**src/mcm_pkg.sv**
```systemverilog
// Shared types and constants for the matrix-chain cost block.
`timescale 1ns / 1ps

package mcm_pkg;

	localparam int DIM_W   = 16;
	localparam int COST_W  = 63;
	localparam int PROD1_W = 2 * DIM_W;
	localparam int PROD_W  = 3 * DIM_W;

	localparam logic [COST_W-1:0] COST_SAT = {COST_W{1'b1}};

	localparam logic [1:0] ST_OK   = 2'd0;
	localparam logic [1:0] ST_FEW  = 2'd1;
	localparam logic [1:0] ST_MANY = 2'd2;

	typedef enum logic [1:0] {
		S_LOAD,
		S_ENTRY,
		S_STEP,
		S_DRAIN
	} state_t;

	typedef struct packed {
		logic       dim_we;
		logic       ent_rd;
		logic       step;
		logic       left_zero;
		logic       right_zero;
		logic       best_init;
		logic       best_wr;
		logic       out_stat;
		logic       out_best;
		logic [1:0] status;
	} cmd_t;

	typedef struct packed {
		logic pipe_busy;
		logic out_free;
	} stat_t;

endpackage

```
**src/mcm_ctrl.sv**
```systemverilog
// Controller: chain loading, span/row/split sequencing and result hand-off.
`timescale 1ns / 1ps

module mcm_ctrl #(
	parameter int MAX_MATRICES = 16
) (
	input  logic                 clk,
	input  logic                 arst_n,
	input  logic                 in_valid,
	input  logic                 in_last,
	output logic                 in_ready,
	input  mcm_pkg::stat_t       stat,
	output mcm_pkg::cmd_t        cmd,
	output logic [$clog2(MAX_MATRICES + 1)-1:0] dim_waddr,
	output logic [(MAX_MATRICES > 1 ? $clog2(MAX_MATRICES) : 1)-1:0] idx_i,
	output logic [(MAX_MATRICES > 1 ? $clog2(MAX_MATRICES) : 1)-1:0] idx_j,
	output logic [(MAX_MATRICES > 1 ? $clog2(MAX_MATRICES) : 1)-1:0] idx_k
);

	localparam int DEPTH = MAX_MATRICES + 1;
	localparam int CW    = $clog2(DEPTH + 1);
	localparam int DW    = $clog2(DEPTH);
	localparam int IW    = (MAX_MATRICES > 1) ? $clog2(MAX_MATRICES) : 1;

	mcm_pkg::state_t state_q, state_d;

	logic [CW-1:0] count_q;
	logic          ovf_q;
	logic [DW-1:0] nmat_q;
	logic [IW-1:0] span_q;
	logic [IW-1:0] i_q;
	logic [IW-1:0] k_q;

	logic          accept;
	logic          has_room;
	logic [CW-1:0] cnt_new;
	logic          ovf_now;
	logic          start_fill;
	logic [IW-1:0] j;
	logic          last_k;
	logic          final_ent;
	logic          row_more;
	logic          adv;

	always_comb begin
		accept     = in_valid && in_ready;
		has_room   = count_q < CW'(DEPTH);
		cnt_new    = has_room ? count_q + CW'(1) : count_q;
		ovf_now    = ovf_q || !has_room;
		start_fill = accept && in_last && !ovf_now && (cnt_new > CW'(2));
		j          = i_q + span_q;
		last_k     = (k_q + IW'(1)) == j;
		final_ent  = (DW'(span_q) + DW'(1)) == nmat_q;
		row_more   = (DW'(j) + DW'(1)) < nmat_q;
		// entry is written once the split pipeline is empty; the last one also needs the output
		adv        = !stat.pipe_busy && (!final_ent || stat.out_free);
	end

	// next state
	always_comb begin
		state_d = state_q;
		case (state_q)
			mcm_pkg::S_LOAD: begin
				if (start_fill) begin
					state_d = mcm_pkg::S_ENTRY;
				end
			end
			mcm_pkg::S_ENTRY: begin
				state_d = mcm_pkg::S_STEP;
			end
			mcm_pkg::S_STEP: begin
				if (last_k) begin
					state_d = mcm_pkg::S_DRAIN;
				end
			end
			mcm_pkg::S_DRAIN: begin
				if (adv) begin
					state_d = final_ent ? mcm_pkg::S_LOAD : mcm_pkg::S_ENTRY;
				end
			end
			default: begin
				state_d = mcm_pkg::S_LOAD;
			end
		endcase
	end

	// outputs
	always_comb begin
		in_ready = 1'b0;
		cmd      = '0;
		case (state_q)
			mcm_pkg::S_LOAD: begin
				in_ready     = stat.out_free;
				cmd.dim_we   = accept && has_room;
				cmd.out_stat = accept && in_last && (ovf_now || cnt_new <= CW'(2));
				if (ovf_now) begin
					cmd.status = mcm_pkg::ST_MANY;
				end else if (cnt_new < CW'(2)) begin
					cmd.status = mcm_pkg::ST_FEW;
				end else begin
					cmd.status = mcm_pkg::ST_OK;
				end
			end
			mcm_pkg::S_ENTRY: begin
				cmd.ent_rd    = 1'b1;
				cmd.best_init = 1'b1;
			end
			mcm_pkg::S_STEP: begin
				cmd.step       = 1'b1;
				cmd.left_zero  = k_q == i_q;
				cmd.right_zero = last_k;
			end
			mcm_pkg::S_DRAIN: begin
				cmd.best_wr  = adv;
				cmd.out_best = adv && final_ent;
			end
			default: begin
				cmd = '0;
			end
		endcase
	end

	always_ff @(posedge clk or negedge arst_n) begin
		if (!arst_n) begin
			state_q <= mcm_pkg::S_LOAD;
			count_q <= '0;
			ovf_q   <= 1'b0;
			nmat_q  <= '0;
			span_q  <= '0;
			i_q     <= '0;
			k_q     <= '0;
		end else begin
			state_q <= state_d;
			case (state_q)
				mcm_pkg::S_LOAD: begin
					if (accept) begin
						if (in_last) begin
							count_q <= '0;
							ovf_q   <= 1'b0;
						end else if (has_room) begin
							count_q <= cnt_new;
						end else begin
							ovf_q <= 1'b1;
						end
						if (start_fill) begin
							nmat_q <= DW'(cnt_new - CW'(1));
							span_q <= IW'(1);
							i_q    <= '0;
						end
					end
				end
				mcm_pkg::S_ENTRY: begin
					k_q <= i_q;
				end
				mcm_pkg::S_STEP: begin
					if (!last_k) begin
						k_q <= k_q + IW'(1);
					end
				end
				mcm_pkg::S_DRAIN: begin
					if (adv && !final_ent) begin
						if (row_more) begin
							i_q <= i_q + IW'(1);
						end else begin
							span_q <= span_q + IW'(1);
							i_q    <= '0;
						end
					end
				end
				default: begin
					count_q <= '0;
				end
			endcase
		end
	end

	assign dim_waddr = count_q[DW-1:0];
	assign idx_i     = i_q;
	assign idx_j     = j;
	assign idx_k     = k_q;

endmodule

```
**config.mk**
```make
export PLATFORM = sky130hd
export DESIGN_NAME = mcm_ctrl
export DESIGN_NICKNAME = d
export VERILOG_FILES = /design/src/mcm_pkg.sv /design/src/mcm_ctrl.sv
export SDC_FILE = /design/constraint.sdc
export NUM_CORES = 1
export LEC_CHECK = 0
export ABC_AREA = 0
export BUFFER_PORTS_ARGS = -buffer_cell sky130_fd_sc_hd__buf_2
export CAP_MARGIN = 10
export CORE_MARGIN = 2
export CORE_UTILIZATION = 50
export DETAILED_ROUTE_END_ITERATION = 6
export GPL_TIMING_DRIVEN = 0
export MAX_ROUTING_LAYER = met4
export PLACE_DENSITY = 0.84
export SLEW_MARGIN = 5
export SYNTH_ARGS = -nofsm -noshare
export SYNTH_HDL_FRONTEND = slang
export SYNTH_SLANG_ARGS = --single-unit
export TNS_END_PERCENT = 20
```
**constraint.sdc**
```tcl
create_clock -name clk -period 8.2 [get_ports clk]
set_clock_uncertainty 0.2 [all_clocks]
set_input_delay 0.82 -clock clk [delete_from_list [all_inputs] [get_ports clk]]
set_output_delay 0.82 -clock clk [all_outputs]
set_load 0.02 [all_outputs]
```
==> impl_metrics.json <==
{
  "final_max_slew_viol_count": 0,
  "clock.fmax_mhz": 260,
  "post-cts-setup-buffers": 0,
  "drtIter0Drc": 69,
  "final_util_pct": 59.0,
  "max-cap-violations": 0,
  "ys_warn_count": 0,
  "io_buffers": 33,
  "dpl_worst_slack_ns": 4.48,
  "fin_crit_sh_pct": 46.9,
  "synth_seq_cells": 25,
  "die_area_um2": 4700,
  "hold_class": "reg2reg",
  "cts_max_path_buffers": 2,
  "coreArea_um2": 4000,
  "yosysTopAreaCell": "dfrtp_1",
  "cts_hold_buf": 0,
  "cp-start-kind": "flip-flop",
  "wl_per_cell_um": 14.2,
  "grt_remaining_overflow": 0,
  "grt_pass1_vias": 1693,
  "holdCritStartpoint": "nmat_q[4]$_DFFE_PN0P_",
  "fillers": 349,
  "peakVddDrop_mv": 0.220,
  "firstDrtPassIters": 4,
  "worst_slew_margin_rel_pct": 49.2,
  "syn_to_final_growth_pct": 13.1,
  "layout_min_cycle_time_ns": 3.85,
  "tritoncts": "built",
  "nets": 295,
  "synth_nets": 257,
  "run_status": "finished, final reports clean",
  "reg2reg_from": "idx_i[0]$_DFFE_PN0P_",
  "dpl.cell_count": 315,
  "endpoint_kind": "flip-flop",
  "dieHeight_um": 68.6,
  "rr_worst_depth": 12,
  "synth-edff-count": 0,
  "cts_root_buffer": "clkbuf_8",
  "synth_area_leaders": "dfrtp_1, ha_1, xor2_1",
  "postSynthCellCount": 232,
  "routed_wl_um": 4530,
  "dpl.hpwl_um": 3400,
  "ys_seq_area_share_pct": 30.0,
  "rsz0062_at_grt": "false",
  "crit_required_ns": 8.20,
  "rows": 23,
  "synth-async-reset-ratio_pct": 100,
  "final_cell_count_no_fill": 319,
  "ant_nets": 0,
  "cts_inserted_buffers": 3,
  "synth_top_area_share_pct": 30.0,
  "dpl_cell_area_um2": 2310,
  "r2r_end": "span_q[3]$_DFFE_PN0P_",
  "drive_gt1_share_pct": 18.2,
  "synth_cell_types": 57,
  "crit_fanout": 9,
  "grt_use_total_pct": 22.7,
  "start_util_pct": 52.1,
  "setup_ws_ns": 4.35,
  "ios": 35,
  "final-setup-viol-count": 0,
  "antenna_cells": 0,
  "vias": 1812,
  "design_area_um2": 2360,
  "die_w_um": 68.6,
  "p_leak_nw": 1.11,
  "clkSinkCount": 25,
  "hold_viol_final": 0,
  "cp_data_arrival_time_ns": 3.85,
  "h-tree-depth": 1,
  "powerDensity_nw_per_um2": 401,
  "min_path_cells": 2,
  "tns_ns": 0,
  "holdPathEnd": "nmat_q[4]$_DFFE_PN0P_",
  "antenna_found_initial": 0,
  "clkLatencyLatePin_ns": 0.28,
  "synth_area_um2": 2090,
  "drc": 0,
  "vias_per_cell": 5.68,
  "critical_path_class": "reg2reg",
  "reg2reg_slack_ns": 4.35,
  "avgSynthCellArea_um2": 8.99,
  "routabilityCongestion": 0.834,
  "cts-resized-gates": 0,
  "grt_max_degree": 26,
  "clk_pin_slew_ns": 0.10,
  "ys.flop_type": "dfrtp_1",
  "grt_pass1_wl_um": 7820,
  "worst_pin_slew_ns": 0.759
}
[area by class of cell]
class,instances,area [um^2],area share (%)
multi-input cells,181,1350,57.2
flip-flops and latches,25,626,26.5
repair buffers,33,165,7.00
well taps,50,62.6,2.65
inverters,15,56.3,2.39
plain buffers,11,55.1,2.33
clock buffers,3,41.3,1.75
clock inverters,1,5.00,0.212
[kinds of logic after synthesis]
logic type | after synthesis | synth area share (%)
xor+xnor | 26 | 11.6
simple gates | 73 | 18.7
flops | 25 | 30.0
mux | 8 | 4.08
compound gates | 55 | 18.5
fa+ha+maj | 19 | 11.8
buf+inv | 26 | 5.34
[critical path: stages, from the launching register on]
cell and delay (ns):
dfrtp_1 0.56, ha_1 0.23, inv_1 0.05, fa_1 0.52, inv_1 0.09, ha_1 0.30, ha_1 0.28, a21boi_0 0.21
o21ai_0 0.12, nand2b_1 0.09, a31oi_1 0.27, or4b_2 0.68, o211ai_1 0.17
[through the flow]
| step | power (mW) | hold WS (ns) |
|---|---|---|
| final | 0.947 | 0.316 |
| after global routing | 1.04 | 0.357 |
| after CTS | 0.947 | 0.323 |
| after detailed placement | 0.865 | 0.303 |
| after global placement | 0.837 | 0.293 |
| after floorplan | 0.715 | 0.265 |
[layer usage]
layer / global-route usage, % / up-vias / wire [um]
li1: - / 908 / -
met3: 1.95 / 5 / 140
met2: 35.0 / 33 / 2160
met1: 31.9 / 866 / 2180
met4: 6.50 / 0 / 48
met5: - / - / 0
[Yosys cell counts (2+ instances only)]
library cell	instances
clkbuf_1	6
o41a_1	2
and3_1	4
mux2i_1	4
o21ai_1	4
xnor2_1	12
nor2b_1	4
o21ai_0	8
o211ai_1	3
nor4_1	2
nand2_1	23
and2_1	3
nand2b_1	5
dfrtp_1	25
a211oi_1	5
nor3_1	2
mux2_2	3
a31oi_1	3
nand3_1	10
a21oi_1	11
buf_2	2
o22ai_1	2
o31ai_1	4
ha_1	18
nor2_1	7
nand3b_1	2
xor2_1	13
nand4_1	2
inv_1	15
[state kept, by name (all words and copies together), names as in the netlist]
| register | cells |
|---|---|
| dim_waddr | 5 |
| nmat_q | 5 |
| idx_i | 4 |
| idx_k | 4 |
| span_q | 4 |
| state_q | 2 |
| ovf_q | 1 |
[report_power, final]
group	internal, mW	switching (mW)
combinational	0.269	0.381
clock	0.0341	0.0418
sequential	0.166	0.0557
[how the worst max path moves through the flow]
| stage | cells after the start | to | start | slack, ns |
|---|---|---|---|---|
| 3_5_place_dp | 12 | span_q[3]$_DFFE_PN0P_ | idx_i[0]$_DFFE_PN0P_ | 4.48 |
| 5_1_grt | 12 | span_q[3]$_DFFE_PN0P_ | idx_i[0]$_DFFE_PN0P_ | 4.12 |
| 3_3_place_gp | 12 | span_q[3]$_DFFE_PN0P_ | idx_i[0]$_DFFE_PN0P_ | 4.57 |
| 2_1_floorplan | 10 | span_q[3]$_DFFE_PN0P_ | idx_i[0]$_DFFE_PN0P_ | 4.54 |
| 4_1_cts | 12 | span_q[3]$_DFFE_PN0P_ | idx_i[0]$_DFFE_PN0P_ | 4.38 |
| 6_report | 12 | span_q[3]$_DFFE_PN0P_ | idx_i[0]$_DFFE_PN0P_ | 4.35 |
[placed cells by master (no fill, tap or decap), drive strengths merged, types with 3 or more instances in the layout]
cell / count
a211oi: 5
a21oi: 12
a31oi: 3
and2: 3
and3: 4
buf: 38
clkbuf: 9
dfrtp: 25
ha: 18
inv: 15
mux2: 4
mux2i: 4
nand2: 23
nand2b: 5
nand3: 10
nor2: 8
nor2b: 4
nor3: 3
o211ai: 3
o21ai: 12
o31ai: 4
xnor2: 12
xor2: 13
Note: power is estimated with default switching activity, not from simulation.
